`src/rtl/core/stea_pkg.sv`:
```
// ----------------------------------------------------------------------------
// stea_pkg
// Shared widths, types and codes of the structure tensor eigen analysis block.
// ----------------------------------------------------------------------------
package stea_pkg;

  localparam int IN_W      = 32;
  localparam int MAJ_W     = 33;
  localparam int ANIS_W    = 17;
  localparam int VEC_W     = 16;
  localparam int IN_DATA_W = 96;
  localparam int OUT_DATA_W = 120;

  // square root chain: two radicand bits per cell
  localparam int SQ_CELLS = 33;
  localparam int RAD_W    = 2 * SQ_CELLS;
  localparam int ROOT_W   = SQ_CELLS;
  localparam int REM_W    = ROOT_W + 2;

  // restoring divider chain: one quotient bit per cell
  localparam int DIV_CELLS = 16;
  localparam int DIV_W     = 34;
  localparam int Q_W       = DIV_CELLS;

  localparam int MAG_W  = 35;
  localparam int NORM_W = 31;

  typedef enum logic [1:0] {
    ANIS_ZERO,
    ANIS_FULL,
    ANIS_DIV
  } anis_mode_t;

  typedef struct packed {
    logic [IN_W-1:0]        a;
    logic [IN_W-1:0]        b;
    logic signed [IN_W-1:0] c;
    logic                   le;
    logic                   fe;
  } side_a_t;

  typedef struct packed {
    logic [MAJ_W-1:0]        major;
    logic signed [MAJ_W-1:0] minor;
    logic [ROOT_W-1:0]       s;
    logic [MAJ_W-1:0]        t;
    logic                    nx;
    logic                    ny;
    logic [NORM_W-1:0]       mx;
    logic [NORM_W-1:0]       my;
    logic                    le;
    logic                    fe;
  } side_b_t;

  typedef struct packed {
    logic [MAJ_W-1:0]        major;
    logic signed [MAJ_W-1:0] minor;
    logic                    nx;
    logic                    ny;
    logic                    nzero;
    anis_mode_t              mode;
    logic                    le;
    logic                    fe;
  } side_c_t;

  typedef struct packed {
    logic [OUT_DATA_W-1:0] data;
    logic                  le;
    logic                  fe;
  } out_rec_t;

endpackage

```
`src/rtl/core/stea_sqrt_cell.sv`:
```
// ----------------------------------------------------------------------------
// stea_sqrt_cell
// One digit step of a pipelined restoring square root: two radicand bits in,
// one root bit out, registered.
// ----------------------------------------------------------------------------
module stea_sqrt_cell (
  input  logic                          clk,
  input  logic                          en,
  input  logic [stea_pkg::RAD_W-1:0]    rad_i,
  input  logic [stea_pkg::ROOT_W-1:0]   root_i,
  input  logic [stea_pkg::REM_W-1:0]    rem_i,
  output logic [stea_pkg::RAD_W-1:0]    rad_o,
  output logic [stea_pkg::ROOT_W-1:0]   root_o,
  output logic [stea_pkg::REM_W-1:0]    rem_o
);

  logic [stea_pkg::RAD_W-1:0]   rad_r,  rad_nxt;
  logic [stea_pkg::ROOT_W-1:0]  root_r, root_nxt;
  logic [stea_pkg::REM_W-1:0]   rem_r,  rem_nxt;
  logic [stea_pkg::REM_W+1:0]   part;
  logic [stea_pkg::REM_W+1:0]   trial;
  logic [stea_pkg::REM_W+1:0]   diff;
  logic                         ge;

  always_comb begin
    part     = {rem_i, rad_i[stea_pkg::RAD_W-1 -: 2]};
    trial    = {{(stea_pkg::REM_W - stea_pkg::ROOT_W){1'b0}}, root_i, 2'b01};
    diff     = part - trial;
    ge       = (part >= trial);
    rem_nxt  = ge ? diff[stea_pkg::REM_W-1:0] : part[stea_pkg::REM_W-1:0];
    root_nxt = {root_i[stea_pkg::ROOT_W-2:0], ge};
    rad_nxt  = {rad_i[stea_pkg::RAD_W-3:0], 2'b00};
  end

  always_ff @(posedge clk) begin
    if (en) begin
      rad_r  <= rad_nxt;
      root_r <= root_nxt;
      rem_r  <= rem_nxt;
    end
  end

  assign rad_o  = rad_r;
  assign root_o = root_r;
  assign rem_o  = rem_r;

endmodule

```
`config.mk`:
```
export PLATFORM = sky130hd
export DESIGN_NAME = stea_sqrt_cell
export DESIGN_NICKNAME = d
export VERILOG_FILES = /design/src/rtl/core/stea_pkg.sv /design/src/rtl/core/stea_sqrt_cell.sv
export SDC_FILE = /design/constraint.sdc
export NUM_CORES = 1
export LEC_CHECK = 0
export BUFFER_PORTS_ARGS = -buffer_cell sky130_fd_sc_hd__buf_2
export CORE_ASPECT_RATIO = 0.7
export CORE_UTILIZATION = 42
export DETAILED_ROUTE_END_ITERATION = 10
export PLACE_DENSITY = 0.83
export SETUP_SLACK_MARGIN = 0.05
export SYNTH_ARGS = -nofsm -noshare
export SYNTH_HDL_FRONTEND = slang
export SYNTH_SLANG_ARGS = --single-unit
```
`constraint.sdc`:
```
create_clock -name clk -period 2.8 [get_ports clk]
set_input_delay 0.14 -clock clk [delete_from_list [all_inputs] [get_ports clk]]
set_output_delay 0.14 -clock clk [all_outputs]
set_load 0.03 [all_outputs]
```
# Word-level counts from Yosys, hierarchy flattened
# Cells that the tools add are included.
# word_totals
regBits	132
in_bits	136
out_inout_bits	134
word_cells	6
# op_classes
addsub	1
magnitude_cmp	1
n_mux	1
# ops
operator	n
37-bit by 35-bit greater-or-equal comparator with 1-bit output	1
35-bit two-way mux	1
35-bit subtractor	1

# Longest topological paths before layout
# logic_depth
ltp_word	2
mapped_depth	13
ltp_nobuf	10

# Worst setup path before layout
# Ideal clock, no wire load.
# synth_path
kind	input -> register
start	input port root_i[4] (netlist name)
end	register rem_r (netlist bit rem_o[10]), data pin
setup_ns	0.260
arrival_ns	2.466
required_time_ns	2.540
slack_ns	0.074
cell_stages	12
cell_sequence	inv_1 -> ha_1 -> o21a_1 -> o211ai_2 -> a311oi_1 -> nor4_2 -> a2111oi_2 -> o21a_2 -> o211a_1 -> buf_6 -> buf_12 -> mux2_4
# synth_via
elab_chain_cells	2
elab_cells_between_ends	3
classes_between	add/sub: 1; order compare: 1; mux: 1
# synth_rtl
item	line	text
start: declaration	stea_sqrt_cell.sv:10	input logic [stea_pkg::ROOT_W-1:0] root_i,
35-bit subtractor / 37-bit by 35-bit greater-or-equal comparator with 1-bit output (equally long branches)	stea_sqrt_cell.sv:28, stea_sqrt_cell.sv:29	
35-bit two-way mux *	stea_sqrt_cell.sv:30	rem_nxt = ge ? diff[stea_pkg::REM_W-1:0] : part[stea_pkg::REM_W-1:0];
named net rem_nxt, one bit	stea_sqrt_cell.sv:19	logic [stea_pkg::REM_W-1:0] rem_r, rem_nxt;
end signal: assignment	stea_sqrt_cell.sv:39	rem_r <= rem_nxt;
end: declaration	stea_sqrt_cell.sv:19	
# The timed path passes the listed nets; every way through them passes the cells marked *.
# A chain may end at the register's enable or synchronous reset.

# Worst setup path after layout
# layout_path
start	input port root_i[31] (netlist name)
end	register rem_r (netlist bit rem_o[11]), data pin
# layout_via
elab_chain_cells	2
# layout_rtl
item	line	text
37-bit by 35-bit greater-or-equal comparator with 1-bit output	stea_sqrt_cell.sv:29	ge = (part >= trial);
35-bit two-way mux	stea_sqrt_cell.sv:30	
named net rem_nxt, one bit	stea_sqrt_cell.sv:19	
# The timed path passes the listed nets, and every way through them passes these cells.

==> run summary <==
## Status
- finished, violations left — outcome
- DRC — violations in the final reports

## Final layout
- sky130_fd_sc_hd__buf_2 — leading cell type in the layout, fill and taps excluded
- 0 — Antenna Diode Count
- 1,149 — number of filler cells placed in the layout
- 66.0% — post-layout util
- 2410 µm² — Multi-input gate area
- 43.9% — fraction of final layout cells sized beyond drive strength 1
- 3960 µm² — Seq. cell area
- 266 x sky130_fd_sc_hd__buf_2, 132 x sky130_fd_sc_hd__edfxtp_1, 96 x sky130_fd_sc_hd__dlygate4sd3_1 — leading cell types in the layout, fill and taps excluded
- 10,200 µm² — Final Cell Area
- 53.8% — growth of design area from synthesis to finish
- 1,088 — number of nets at the end of the flow

## Synth
- sky130_fd_sc_hd__edfxtp_1 — biggest area consumer among synthesized cells
- 59.8% — top cell type's share of synthesized area
- 132 — flip-flop and latch count after synthesis
- 488 — Syn Inst Count
- 7.14% — post-synthesis mux area share
- 6.40% — simple-gate portion of the synthesized area
- compound AO/OA/AOI/OAI gates — combinational family with the most area after synthesis
- 59.8% — register area share after synthesis
- 11.3% — compound-cell area share of the yosys netlist
- 6.61% — area share of fa/ha/maj cells after synthesis
- sky130_fd_sc_hd__edfxtp_1 60%, sky130_fd_sc_hd__ha_1 6.6%, sky130_fd_sc_hd__mux2_4 5.7%, sky130_fd_sc_hd__a21o_1 2.9%, sky130_fd_sc_hd__xnor2_1 2.5% — largest cells by area after synthesis
- 0 — Yosys warning count
- 0% — fraction of registers with async set or reset after synthesis
- sky130_fd_sc_hd__edfxtp_1 — dominant register cell in the synthesized netlist
- 132 — number of flops mapped to enable cells by yosys
- 6630 µm² — post-synthesis instance area
- 13.6 µm² — mean instance size in the synthesized netlist
- 57 — number of distinct library cells after synthesis
- 4.36% — xor and xnor fraction of the mapped netlist area

## Placed design
- 8610 µm² — placed cell areas
- -227 ps — pre-CTS worst setup slack
- 267 — number of buffers inserted by port buffering
- 12.9 mm — post-DP HPWL
- 0.908 — RD Place Congestion

## Power and ir drop
- 636 nW/µm² — cell area power density
- 0.423 mV — worst IR drop on VDD
- 0.00648 W — total chip power
- 4.72 nW — leakage dissipation

## CTS
- yes — CTS tree
- 17 — TritonCTS Buffers
- sky130_fd_sc_hd__clkbuf_16 — cell at the root of the clock tree
- 4 — H-Tree Level Count
- 2 — maximum clock path buffer count
- 60 ps — clock input transition at the sequential cells of the worst setup and hold paths
- 0 — Setup Buffers After CTS
- 132 — # clock sinks

## Routing
- 7.45 mm — metal1 wirelength
- 4.92 — via-per-instance ratio
- 18.6 mm — routed wire length
- 5,559 — routed via count
- 16.4 µm — Wirelength per Cell
- 9.47 mm — routed length on met2
- 42 — DRC
- 0 — number of nets with antenna violations after detailed routing
- 10 — number of iterations in the first detailed-routing pass
- 1.34 mm — wire length on met3
- met4 — highest metal used
- 337 — drt first-iter violations

## Floorplan
- 38 — Cell Rows
- 152 µm — Die Width
- 107 µm — Chip Height
- 15,500 µm² — CORE AREA
- 16,300 µm² — area enclosed by the die boundary
- 42.9% — effective utilization at floorplan
- 270 — IO Count

## Worst setup path
- dlygate4sd3_1, buf_2, inv_1, ha_1, or4_1, a21o_1, or2_2, o211a_4, buf_12, mux2_4 — cells along the critical path
- 4 — Bufs and invs on worst path
- 2960 ps — data required time at the worst endpoint
- sky130_fd_sc_hd__or4_1 — Slowest cell on crit path
- 2830 ps — Critical Path AT
- flip-flop — endpoint kind of the worst setup timing path
- in -> reg — start-to-end type of the worst setup path
- 12 — worst-path maximum fanout
- 570 ps — delay of the slowest critical-path stage
- simple AND/OR/NAND/NOR gates — cell family contributing the most delay on the critical path
- primary input — critical path launch point type

## Timing
- 745 ps — transition time of the tightest slew-check pin
- false — RSZ-0062 raised after global routing
- 127 ps — final setup slack of the worst path
- 43.9 ps — WHS
- 0 — Final Max Tran Viols
- 2670 ps — post-layout min period
- 0.374 GHz — maximum frequency from static timing analysis
- 0 — Final Hold Viols
- 0 — Setup-failing EPs final
- 50.4% — Slew HR
- 95.5% — Period Utilization, post-route

## GRT
- 5,594 — number of global-route vias before repair
- 0 — antenna violations before repair
- 81 — pin count of the biggest net entering global routing
- 0 — GRT Residual Overflow
- 22.9% — combined global-route utilization of all metal layers
- 28.6 mm — wire length of the first global-routing pass

## Run
- 0 — count of maximum capacitance violations

## Hold path
- in -> reg — type of the most critical hold path

final timing paths:
check / to / from / cells after the start / slack [ps]
worst max-delay path: rem_o[11]$_DFFE_PP_ / root_i[31] / 10 / 130
worst min-delay path: rem_o[9]$_DFFE_PP_ / rem_i[7] / 2 / 40
flip-flops by register name, summed over array words and instances (netlist names):
name / cells
root_o: 33
rem_o: 35
rad_o: 64
metrics by stage:
step           std cells  TNS, ps
6_report            1130        0
5_1_grt             1130        0
3_3_place_gp        1002    -3010
4_1_cts             1130        0
3_5_place_dp        1002    -5320
2_1_floorplan        489        0
repair_timing:
item	4_1_cts	5_1_grt
endpoints found under the hold margin	96	0
setup endpoints to repair	0	30
gates resized for setup	0	5
hold buffers	96	0
final cells by class:
class                   count  share of cell area, %
well taps                 200                   2.46
clock buffers              18                   4.21
repair buffers            427                   27.7
flip-flops and latches    132                   38.9
multi-input cells         298                   23.6
inverters                  41                   1.51
clock inverters            14                   1.63
cell usage after synthesis, drive strengths merged, types with 2 or more instances:
library cell / n
edfxtp: 132
inv: 41
ha: 35
mux2: 31
a21oi: 30
a21o: 26
nand2: 25
nor2: 22
xnor2: 19
xor2: 14
o21ai: 13
clkbuf: 10
nand3: 9
buf: 8
nand4: 8
a31o: 4
and3: 4
nor2b: 4
o21a: 4
o221ai: 4
mux2i: 3
nor4: 3
o211ai: 3
o21bai: 3
a2111oi: 2
a211oi: 2
a311oi: 2
a31oi: 2
nand2b: 2
nor3: 2
o31a: 2
or2: 2
or3: 2
or4: 2
cell families after synthesis:
logic type,after synthesis
XOR/XNOR,33
flip-flops,132
buffers and inverters,59
adder cells (fa/ha/maj),35
other,1
multiplexers,34
AO/OA/AOI/OAI,107
AND/OR/NAND/NOR,87
metal layers:
metal  vias to the layer above  GRT usage (%)
li1                       2687              -
met1                      2606           25.9
met2                       241           42.0
met3                        25           6.39
met4                         0           7.00
met5                         -              0
power by group:
| group | internal, W | leakage (nW) | switching, W |
|---|---|---|---|
| Combinational | 0.000749 | 3.15 | 0.000997 |
| Sequential | 0.00243 | 1.29 | 0.0000528 |
| Clock | 0.00134 | 0.283 | 0.000913 |
| Total | 0.00452 | 4.72 | 0.00196 |
Power figures use the tool's default switching activity.
