`config.mk`:
```
export PLATFORM = sky130hd
export DESIGN_NAME = stea_div_cell
export DESIGN_NICKNAME = d
export VERILOG_FILES = /design/src/rtl/core/stea_pkg.sv /design/src/rtl/core/stea_div_cell.sv
export SDC_FILE = /design/constraint.sdc
export NUM_CORES = 1
export LEC_CHECK = 0
export ABC_CLOCK_PERIOD_IN_PS = 3400
export BUFFER_PORTS_ARGS = -buffer_cell sky130_fd_sc_hd__buf_2
export CAP_MARGIN = 20
export CORE_MARGIN = 2
export CORE_UTILIZATION = 35
export CTS_CLUSTER_DIAMETER = 150
export DETAILED_ROUTE_END_ITERATION = 8
export SKIP_LAST_GASP = 1
export SYNTH_ARGS = -nofsm -noshare
export SYNTH_HDL_FRONTEND = slang
export SYNTH_SLANG_ARGS = --single-unit
```
`constraint.sdc`:
```
create_clock -name clk -period 3.4 [get_ports clk]
set_clock_uncertainty 0.1 [all_clocks]
set_input_delay 0.51 -clock clk [delete_from_list [all_inputs] [get_ports clk]]
set_output_delay 0.51 -clock clk [all_outputs]
set_load 0.02 [all_outputs]
```
`src/rtl/core/stea_pkg.sv`:
```
// ----------------------------------------------------------------------------
// stea_pkg
// Shared widths, types and codes of the structure tensor eigen analysis block.
// ----------------------------------------------------------------------------
package stea_pkg;

  localparam int IN_W      = 32;
  localparam int MAJ_W     = 33;
  localparam int ANIS_W    = 17;
  localparam int VEC_W     = 16;
  localparam int IN_DATA_W = 96;
  localparam int OUT_DATA_W = 120;

  // square root chain: two radicand bits per cell
  localparam int SQ_CELLS = 33;
  localparam int RAD_W    = 2 * SQ_CELLS;
  localparam int ROOT_W   = SQ_CELLS;
  localparam int REM_W    = ROOT_W + 2;

  // restoring divider chain: one quotient bit per cell
  localparam int DIV_CELLS = 16;
  localparam int DIV_W     = 34;
  localparam int Q_W       = DIV_CELLS;

  localparam int MAG_W  = 35;
  localparam int NORM_W = 31;

  typedef enum logic [1:0] {
    ANIS_ZERO,
    ANIS_FULL,
    ANIS_DIV
  } anis_mode_t;

  typedef struct packed {
    logic [IN_W-1:0]        a;
    logic [IN_W-1:0]        b;
    logic signed [IN_W-1:0] c;
    logic                   le;
    logic                   fe;
  } side_a_t;

  typedef struct packed {
    logic [MAJ_W-1:0]        major;
    logic signed [MAJ_W-1:0] minor;
    logic [ROOT_W-1:0]       s;
    logic [MAJ_W-1:0]        t;
    logic                    nx;
    logic                    ny;
    logic [NORM_W-1:0]       mx;
    logic [NORM_W-1:0]       my;
    logic                    le;
    logic                    fe;
  } side_b_t;

  typedef struct packed {
    logic [MAJ_W-1:0]        major;
    logic signed [MAJ_W-1:0] minor;
    logic                    nx;
    logic                    ny;
    logic                    nzero;
    anis_mode_t              mode;
    logic                    le;
    logic                    fe;
  } side_c_t;

  typedef struct packed {
    logic [OUT_DATA_W-1:0] data;
    logic                  le;
    logic                  fe;
  } out_rec_t;

endpackage

```
`src/rtl/core/stea_div_cell.sv`:
```
// ----------------------------------------------------------------------------
// stea_div_cell
// One step of a pipelined restoring divider: one dividend bit in, one
// quotient bit out, registered.
// ----------------------------------------------------------------------------
module stea_div_cell (
  input  logic                        clk,
  input  logic                        en,
  input  logic [stea_pkg::DIV_W-1:0]  rem_i,
  input  logic [stea_pkg::Q_W-1:0]    low_i,
  input  logic [stea_pkg::DIV_W-1:0]  dvs_i,
  input  logic [stea_pkg::Q_W-1:0]    q_i,
  output logic [stea_pkg::DIV_W-1:0]  rem_o,
  output logic [stea_pkg::Q_W-1:0]    low_o,
  output logic [stea_pkg::DIV_W-1:0]  dvs_o,
  output logic [stea_pkg::Q_W-1:0]    q_o
);

  logic [stea_pkg::DIV_W-1:0] rem_r, rem_nxt;
  logic [stea_pkg::Q_W-1:0]   low_r, low_nxt;
  logic [stea_pkg::DIV_W-1:0] dvs_r;
  logic [stea_pkg::Q_W-1:0]   q_r, q_nxt;
  logic [stea_pkg::DIV_W:0]   part;
  logic [stea_pkg::DIV_W:0]   diff;
  logic                       ge;

  always_comb begin
    part    = {rem_i, low_i[stea_pkg::Q_W-1]};
    diff    = part - {1'b0, dvs_i};
    ge      = (part >= {1'b0, dvs_i});
    rem_nxt = ge ? diff[stea_pkg::DIV_W-1:0] : part[stea_pkg::DIV_W-1:0];
    low_nxt = {low_i[stea_pkg::Q_W-2:0], 1'b0};
    q_nxt   = {q_i[stea_pkg::Q_W-2:0], ge};
  end

  always_ff @(posedge clk) begin
    if (en) begin
      rem_r <= rem_nxt;
      low_r <= low_nxt;
      dvs_r <= dvs_i;
      q_r   <= q_nxt;
    end
  end

  assign rem_o = rem_r;
  assign low_o = low_r;
  assign dvs_o = dvs_r;
  assign q_o   = q_r;

endmodule

```
## Word level (Yosys, flattened, before mapping)

Cells that the tools add are included.

| storage, ports and cells | value |
|---|---|
| register bits after elaboration | 99 |
| bits in latches | 0 |
| bits in writable memories | 0 |
| memory bits (read-only) | 0 |
| input port bits | 102 |
| output and inout bits | 100 |
| logic and storage cells | 7 |
| memories kept | 0 |

| operators by class | value |
|---|---|
| add/subtract/negate cells | 1 |
| multipliers | 0 |
| div/mod/pow operators | 0 |
| order comparisons | 1 |
| equality and inequality tests | 0 |
| shift-type cells | 0 |
| multiplexer cells | 1 |
| bitwise logic cells | 0 |
| reduce and logical (&&, ||, !) cells | 0 |

Operators with widths:

| kind | number |
|---|---|
| $ge A35 B34 Y1 | 1 |
| $mux W34 | 1 |
| $sub A34 B34 Y34 | 1 |

## Depth between registers and ports, before layout

Gate-level depths: netlist (run 1).

| logic depth | value |
|---|---|
| word-level depth | 2 |
| gate-level depth with buffers | 13 |
| gate-level depth less buffers | 12 |

## Least setup slack after synthesis (run 1)

Ideal clock, no wire load.

| timing | value |
|---|---|
| path kind | input to register |
| start | in low_i[15] in the netlist's numbering |
| end | reg rem_r, in the netlist rem_o[32], data pin |
| setup time | 0.255 ns |
| arrival time | 2.734 ns |
| required time | 3.045 ns |
| path slack | 0.311 ns |
| stages | 12 |
| buffers on the path | 0 |
| cells stage by stage | inv_1 ha_1 inv_1 fa_1 a21oi_1 o211ai_1 a211oi_2 o22ai_1 o2111ai_1 a41oi_1 or3_1 a31o_1 |

| on the way | value |
|---|---|
| cells in the longest elaborated chain, start to end | 2 |
| elaborated cells on any way between the ends | 3 |
| those cells by class | add/sub (1); order compare (1); mux (1) |

RTL lines:

| what | RTL line | RTL |
|---|---|---|
| start, declared | stea_div_cell.sv:10 | `input logic [stea_pkg::Q_W-1:0] low_i,` |
| $sub A34 B34 Y34 or $ge A35 B34 Y1 (tied branches) | stea_div_cell.sv:29, stea_div_cell.sv:30 |  |
| $mux W34 (*) | stea_div_cell.sv:31 | `rem_nxt = ge ? diff[stea_pkg::DIV_W-1:0] : part[stea_pkg::DIV_W-1:0];` |
| via rem_nxt (one bit) | stea_div_cell.sv:19 | `logic [stea_pkg::DIV_W-1:0] rem_r, rem_nxt;` |
| end signal, assigned | stea_div_cell.sv:38 | `rem_r <= rem_nxt;` |
| end, declared | stea_div_cell.sv:19 |  |

Mark *: on every way through the listed nets, which the timed path passes. The rest lies on a longest branch.
A chain may end at the register's enable or synchronous reset.

## Worst setup path in the final report (run 1)

Ends and elaborated chain as after synthesis.

==> run_results.csv, run 1 <==
group,metric,value,unit
yosys,avgSynthCellArea,11.2,µm²
worst_setup_path,worst-setup-path-type,"in -> reg",
finish,drive_above_1_share,35.2,%
place,dp_cells,862,
floorplan,die_h,128,µm
clock_network,h-tree-depth,3,
worst_setup_path,path_cells,"buf_2 > inv_1 > ha_1 > inv_1 > fa_1 > a21oi_1 > o211ai_1 > a211oi_2 > o22ai_1 > o2111ai_1 > a41oi_1 > or3_1 > a31o_1",
sta,fmax,0.336,GHz
clock_network,cts_tree,"built",
yosys,synthFlopType,"edfxtp_1",
worst_setup_path,end_kind,"flip-flop",
finish,fin_nets,822,
sta,finalSetupTns,0,ps
sta,fin_crit,2980,ps
floorplan,die_width,128,µm
routing,vias,4301,
floorplan,ioPinCount,202,
sta,tightest_slew,571,ps
finish,final_common_cell,"buf_2",
routing,first_iter_violations,225,
global_route,grt_max_degree,60,
floorplan,rows,45,
hold_path,hold_path_class,"in -> reg",
worst_setup_path,critPathCapture,"rem_o[32]$_DFFE_PP_",
place,place_area,6630,µm²
finish,layout_common_cells,"198 x buf_2, 99 x edfxtp_1, 52 x nand2_1, 44 x o21ai_0, 41 x inv_1",
place,gp_congestion,0.805,
outcome,status,"finished clean",
global_route,globalRouteMet2Util,27.7,%
worst_setup_path,required,3400,ps
routing,drtAntennaViolNets,0,
place,dp_hpwl,10400,µm
routing,routed_wl,13400,µm
pwr,powerDensity,488,nW/µm²
yosys,synth.yosys.seq_area_share,55.5,%
global_route,grt.busiest_layer,"met2",
worst_setup_path,slowest_stage,"fa_1",
clock_network,cts_buffers,9,
yosys,synth.distinct_cells,57,
finish,num-fill-cells,1457,
pwr,cellLeakagePower,3.03,nW
yosys,synth_edf_count,99,
clock_network,clk_pin_slew,70,ps
finish,areaGrowthSynthToFinish,29.0,%
worst_setup_path,crit_arrival,2980,ps
global_route,antenna_found_initial,1,
routing,drc,0,
clock_network,postCtsHoldBufs,0,
finish,num_antenna_cells,0,
yosys,synth_area,5360,µm²
worst_setup_path,start_kind,"input port",
place,place_ws,34.2,ps
pwr,power,0.00337,W
floorplan,die_area,16300,µm²
clock_network,cts_max_path_buffers,2,
global_route,met1_usage,19.1,%
worst_setup_path,cpMostUsedCell,"inv_1",
worst_setup_path,crit_start,"low_i[15]",
sta,fin_crit_sh,87.6,%
floorplan,initial_core_util,35.5,%
yosys,ys_ff_latch,99,
yosys,syn_nets,617,
routing,first_pass_iters,4,
global_route,grt_pass1_wl,20300,µm
sta,finalHoldViolations,0,
worst_setup_path,cp_max_fo,2,
pwr,ir_drop,236,µV
global_route,met3_usage,5.51,%
sta,maxSlewHeadroom,62.0,%
clock_network,postCtsSetupBuffers,0,
routing,viasPerCell,4.90,
sta,setup_viol_count_final,0,
sta,drv_slew,0,
clock_network,cts.sinks,99,
run,maxCapViolations,0,
clock_network,cts-root-buf,"clkbuf_16",
yosys,synthArstFlopShare,0,%
finish,stdcell_count,878,
clock_network,cts_repair_resize_count,0,
finish,final_area,6910,µm²
floorplan,core,15100,µm²
sta,setup_ws,420,ps
yosys,ys_warn_count,0,
place,portBuffers,199,
worst_setup_path,critPathMaxStageDelay,380,ps
global_route,grt_use_total,16.1,%
global_route,grt_pass1_vias,4173,
routing,routedWlPerCell,15.2,µm
sta,grt_setup_unrepaired,"no",
global_route,grt_overflow,0,
yosys,syn_inst,480,
-- worst min-delay path by stage --
| stage | startpoint | end | slack (ps) | depth (start not counted) |
|---|---|---|---|---|
| finish | low_i[11] | low_o[12]$_DFFE_PP_ | 230 | 1 |
| global route | q_i[14] | q_o[15]$_DFFE_PP_ | 220 | 1 |
| CTS | q_i[6] | q_o[7]$_DFFE_PP_ | 220 | 1 |
| detailed placement | q_i[5] | q_o[6]$_DFFE_PP_ | 590 | 1 |
| global placement | q_i[14] | q_o[15]$_DFFE_PP_ | 590 | 1 |
| floorplan | dvs_i[0] | dvs_o[0]$_DFFE_PP_ | 510 | 0 |
-- metrics by stage --
stage | utilization (%) | hold slack [ps]
after floorplan | - | 509
after detailed placement | 43.9 | 589
after global routing | 45.8 | 215
final | 45.8 | 235
after CTS | 45.8 | 218
after global placement | 43.9 | 587
-- report_power, final --
part / internal (W) / switching (W)
clock network: 0.000507 / 0.000470
logic: 0.000331 / 0.000531
registers: 0.00150 / 0.0000314
-- final cells by class --
type	instances	area [µm²]	share of cell area, %
clock inverter	7	57.6	0.833
timing repair buffer	216	1150	16.7
sequential	99	2970	43.0
multi-input combinational	317	2110	30.5
inverter	42	158	2.28
tap	188	235	3.41
clock buffer	9	225	3.26
-- cell families after synthesis --
| logic type | count (synthesis) | share of synthesized area, % |
|---|---|---|
| simple gates | 117 | 9.95 |
| mux | 4 | 0.841 |
| xor+xnor | 29 | 4.74 |
| fa+ha+maj | 35 | 8.32 |
| other cells | 1 | 0.0700 |
| compound gates | 131 | 15.3 |
| flops | 99 | 55.5 |
| buf+inv | 64 | 5.28 |
-- routing by layer --
layer | vias to the layer above | wire length, µm
met1 | 1980 | 5680
met5 | - | 10
met3 | 11 | 1070
met2 | 157 | 6460
li1 | 2151 | -
met4 | 2 | 147
-- sequential cells by signal, summed over array words and instances (netlist names) --
register / flops
dvs_o: 34
rem_o: 34
q_o: 16
low_o: 15
-- critical path, delay by kind of cell --
kind	cells	cell delay (ps)
buffers and inverters	3	200
and+or+nand+nor	1	320
adders and majority gates	2	540
AOI/OAI and AO/OA	7	1400
-- Yosys cell counts (all sizes together), types with 2 or more instances --
master,number,area share [%]
edfxtp,99,56
nor2b,2,0.23
and3,3,0.35
o21a,3,0.42
o21ai,48,4.5
nand2,52,3.6
ha,34,7.9
xnor2,16,2.6
and2,4,0.47
nor4,2,0.23
o211ai,5,0.79
nand4,9,1.1
a311oi,2,0.44
nand2b,4,0.47
mux2,4,0.84
nor3,6,0.56
a211oi,4,0.65
inv,42,2.9
xor2,13,2.1
a21boi,2,0.35
buf,10,1.4
nor2,22,1.5
o31ai,4,0.56
a31oi,3,0.35
or3,3,0.35
clkbuf,12,0.91
nand3,7,0.65
a221oi,2,0.33
a21oi,34,3.3
o21bai,4,0.56
a21o,11,1.5
No activity file was read; power rests on OpenSTA's default activity.
==> run 2: changes to the inputs <==
- ABC_CLOCK_PERIOD_IN_PS: 3400 -> default
- CELL_PAD_IN_SITES_DETAIL_PLACEMENT: default -> 1
- CELL_PAD_IN_SITES_GLOBAL_PLACEMENT: default -> 1
- PLACE_DENSITY_LB_ADDON: default -> 0.1
==> run_results.csv, run 2 (synthesis gave the netlist of run 1 again) <==
group,metric,value,unit
outcome,status,"finished clean",
pwr,cellLeakagePower,3.04,nW
global_route,antenna_found_initial,0,
global_route,grt_max_degree,51,
clock_network,cts_buffers,9,
place,gp_congestion,0.803,
routing,drtAntennaViolNets,0,
routing,wl_met2,6930,µm
place,dp_hpwl,11100,µm
hold_path,hold_end,"low_o[1]$_DFFE_PP_",
floorplan,die_area,16300,µm²
global_route,grt_pass1_wl,22500,µm
sta,grt_setup_unrepaired,"no",
worst_setup_path,start_kind,"input port",
clock_network,cts_repair_resize_count,0,
routing,drc,0,
routing,wl_met1,6220,µm
worst_setup_path,end_kind,"flip-flop",
floorplan,ioPinCount,202,
place,dp_cells,867,
global_route,grt_pass1_vias,4609,
clock_network,cts.sinks,99,
routing,first_pass_iters,4,
clock_network,cts_max_path_buffers,2,
finish,regArea,2970,µm²
place,portBuffers,199,
sta,tightest_slew,704,ps
worst_setup_path,cpMostUsedCell,"inv_1",
global_route,grt_overflow,0,
floorplan,core,15100,µm²
routing,routed_wl,14100,µm
floorplan,rows,45,
worst_setup_path,slowest_stage,"fa_1",
routing,viasPerCell,4.97,
worst_setup_path,worst-path-buf-inv,3,
sta,fmax,0.331,GHz
finish,drive_above_1_share,35.5,%
routing,first_iter_violations,175,
hold_path,hold_depth,1,
sta,fin_crit_sh,88.8,%
clock_network,cts_tree,"built",
finish,num-fill-cells,1743,
clock_network,cts-root-buf,"clkbuf_16",
sta,fin_crit,3020,ps
worst_setup_path,worst-setup-path-type,"in -> reg",
finish,areaGrowthSynthToFinish,29.6,%
finish,num_antenna_cells,0,
pwr,ir_drop,226,µV
worst_setup_path,cp_max_fo,2,
global_route,grt_use_total,17.3,%
sta,setup_viol_count_final,0,
run,maxCapViolations,0,
sta,finalHoldViolations,0,
clock_network,clk_pin_slew,70,ps
sta,maxSlewHeadroom,53.1,%
worst_setup_path,crit_arrival,3030,ps
hold_path,hold_path_class,"in -> reg",
clock_network,postCtsSetupBuffers,0,
clock_network,h-tree-depth,3,
routing,route.met3.wl,703,µm
floorplan,die_h,128,µm
finish,stdcell_count,883,
routing,vias,4389,
floorplan,initial_core_util,35.5,%
worst_setup_path,path_cells,"buf_2 > inv_1 > ha_1 > inv_1 > fa_1 > a21oi_1 > o211ai_1 > a211oi_2 > o22ai_1 > o2111ai_1 > a41oi_1 > or3_1 > a31o_1",
routing,routedWlPerCell,16.0,µm
finish,layout_common_cells,"198 x buf_2, 99 x edfxtp_1, 52 x nand2_1, 44 x o21ai_0, 41 x inv_1",
finish,fin_nets,827,
floorplan,die_width,128,µm
worst_setup_path,critPathMaxStageDelay,380,ps
worst_setup_path,crit_family,"compound AO/OA/AOI/OAI gates",
pwr,powerDensity,488,nW/µm²
sta,finalSetupTns,0,ps
sta,drv_slew,0,
routing,dr.max_layer_used,"met4",
worst_setup_path,required,3410,ps
finish,final_common_cell,"buf_2",
clock_network,postCtsHoldBufs,0,
finish,multi_input_area,2110,µm²
hold_path,hold_start,"low_i[0]",
## run 2: cell count changes in the layout (fill, tap and decap cells not counted)
cell        change
buf_4           +5
clkinv_4        -2
clkinvlp_4      +2
inv_6           -2
clkinv_1        +1
inv_8           +1
## run 2: area by class of cell
type,instances,area share (%)
clock buffers,9,3.24
clock inverters,7,0.757
inverters,42,2.27
multi-input cells,317,30.4
flip-flops and latches,99,42.8
well taps,188,3.39
repair buffers,221,17.1
## run 2: metrics by stage
step | instance area [µm²] | power (W) | hold WS [ps] | setup slack [ps] | utilization [%]
final | 6940 | 0.00339 | 227 | 380 | 46.0
after floorplan | 5360 | 0.00211 | 509 | 311 | -
after CTS | 6940 | 0.00344 | 213 | 365 | 46.0
after global placement | 6660 | 0.00243 | 587 | 35.2 | 44.2
after global routing | 6940 | 0.00357 | 212 | 200 | 46.0
after detailed placement | 6660 | 0.00245 | 589 | 4.03 | 44.2
## run 2: power by group
part | switching [W] | internal, W | leakage, nW
combinational | 0.000543 | 0.000338 | 1.95
clock | 0.000476 | 0.000502 | 0.127
sequential | 0.0000285 | 0.00150 | 0.968
## run 2: per-layer routing
layer  vias to the layer above  global-route usage (%)
li1                       2168                       -
met1                      2079                    21.4
met2                       124                    30.1
met3                        18                    3.30
met4                         0                    6.79
met5                         -                       0
## run 2: worst max path at each step
stage	startpoint	end	depth (start not counted)
floorplan	low_i[15]	rem_o[32]$_DFFE_PP_	12
global placement	low_i[15]	rem_o[32]$_DFFE_PP_	13
detailed placement	low_i[15]	rem_o[32]$_DFFE_PP_	13
CTS	low_i[15]	rem_o[32]$_DFFE_PP_	13
global route	low_i[15]	rem_o[32]$_DFFE_PP_	13
finish	low_i[15]	rem_o[32]$_DFFE_PP_	13
==> run 3: changes to the inputs <==
- PLACE_DENSITY_LB_ADDON: 0.1 -> 0.08
- clock period: 3.4 -> 3.2 ns (I/O delays scaled with it)
==> run_results.csv, run 3 (synthesis gave the netlist of run 1 again) <==
group,metric,value,unit
outcome,status,"finished clean",
clock_network,postCtsHoldBufs,0,
clock_network,clk_pin_slew,70,ps
finish,fin_nets,842,
finish,num_antenna_cells,0,
routing,first_iter_violations,139,
clock_network,cts_repair_resize_count,0,
sta,fmax,0.335,GHz
finish,drive_above_1_share,37.3,%
routing,viasPerCell,4.90,
finish,final_common_cell,"buf_2",
clock_network,h-tree-depth,3,
finish,num-fill-cells,1750,
finish,layout_common_cells,"198 x buf_2, 99 x edfxtp_1, 52 x nand2_1, 44 x o21ai_0, 41 x inv_1",
routing,routed_wl,14000,µm
sta,fin_crit_sh,93.4,%
sta,drv_slew,0,
global_route,grt_pass1_vias,4526,
floorplan,core,15100,µm²
hold_path,hold_path_class,"in -> reg",
worst_setup_path,crit_arrival,2990,ps
finish,multi_input_area,2120,µm²
sta,setup_viol_count_final,0,
sta,grt_setup_unrepaired,"no",
worst_setup_path,start_kind,"input port",
floorplan,die_h,128,µm
global_route,grt_use_total,17.1,%
global_route,grt_max_degree,62,
worst_setup_path,end_kind,"flip-flop",
finish,areaGrowthSynthToFinish,32.3,%
clock_network,cts-root-buf,"clkbuf_16",
sta,tightest_slew,524,ps
sta,fin_crit,2990,ps
floorplan,ioPinCount,202,
sta,maxSlewHeadroom,65.1,%
place,place_ws,-182,ps
pwr,ir_drop,223,µV
hold_path,hold_start,"q_i[2]",
routing,drc,0,
clock_network,postCtsSetupBuffers,0,
pwr,powerDensity,514,nW/µm²
worst_setup_path,worst-setup-path-type,"in -> reg",
routing,drtAntennaViolNets,0,
finish,regArea,2970,µm²
clock_network,cts_buffers,9,
routing,routedWlPerCell,15.6,µm
pwr,cellLeakagePower,3.14,nW
global_route,antenna_found_initial,0,
floorplan,die_width,128,µm
routing,vias,4399,
floorplan,die_area,16300,µm²
hold_path,hold_depth,1,
worst_setup_path,required,3210,ps
sta,setup_ws,212,ps
hold_path,hold_end,"q_o[3]$_DFFE_PP_",
place,dp_hpwl,11200,µm
sta,finalHoldViolations,0,
clock_network,cts.sinks,99,
run,maxCapViolations,0,
clock_network,cts_tree,"built",
place,gp_congestion,0.862,
global_route,grt_pass1_wl,22300,µm
routing,first_pass_iters,4,
place,portBuffers,199,
clock_network,cts_max_path_buffers,2,
global_route,grt_overflow,0,
finish,finish.utilization,46.9,%
floorplan,rows,45,
worst_setup_path,cp_max_fo,2,
floorplan,initial_core_util,35.5,%
## run 3: worst max-delay path by stage
stage / depth (start not counted) / start / end / slack (ps)
2_1_floorplan: 12 / low_i[15] / rem_o[32]$_DFFE_PP_ / 140
3_3_place_gp: 13 / low_i[15] / rem_o[32]$_DFFE_PP_ / -120
3_5_place_dp: 13 / low_i[15] / rem_o[32]$_DFFE_PP_ / -180
4_1_cts: 13 / low_i[15] / rem_o[32]$_DFFE_PP_ / 190
5_1_grt: 13 / low_i[15] / rem_o[32]$_DFFE_PP_ / 10
6_report: 13 / low_i[15] / rem_o[32]$_DFFE_PP_ / 210
## run 3: cell type report
class                      instances  area share (%)
multi-input combinational        317            29.9
inverter                          42            2.23
sequential                        99            42.0
timing repair buffer             236            18.5
clock buffer                       9            3.18
tap                              188            3.32
clock inverter                     7           0.865
## run 3: critical path, stage by stage
cell	delay (ps)
buf_2	110
inv_1	50
ha_1	160
inv_1	60
fa_1	410
a21oi_2	190
o211ai_1	160
a211oi_2	330
o22ai_2	130
o2111ai_1	200
a41oi_1	160
or3_1	330
a31o_1	220
## run 3: layer usage
| metal | wire length (µm) | track usage [%] | up-vias |
|---|---|---|---|
| met5 | 0 | 0 | - |
| met4 | 292 | 6.92 | 0 |
| met3 | 672 | 2.96 | 20 |
| met2 | 6690 | 28.7 | 127 |
| met1 | 6320 | 22.1 | 2053 |
| li1 | - | - | 2199 |
## run 3: through the flow
step           total power (W)  setup TNS, ps  instance area (µm²)  std cells  hold WS [ps]
6_report               0.00364              0                 7080        898           198
5_1_grt                0.00383              0                 7080        898           181
4_1_cts                0.00369              0                 7070        898           181
3_5_place_dp           0.00263           -315                 6790        882           559
3_3_place_gp           0.00261           -175                 6790        882           556
2_1_floorplan          0.00224              0                 5360        480           479
## run 3: power by group
group	switching, W	internal, W	total (W)
clock network	0.000508	0.000541	0.00105
registers	0.0000315	0.00160	0.00163
logic	0.000584	0.000382	0.000965
total	0.00112	0.00252	0.00364
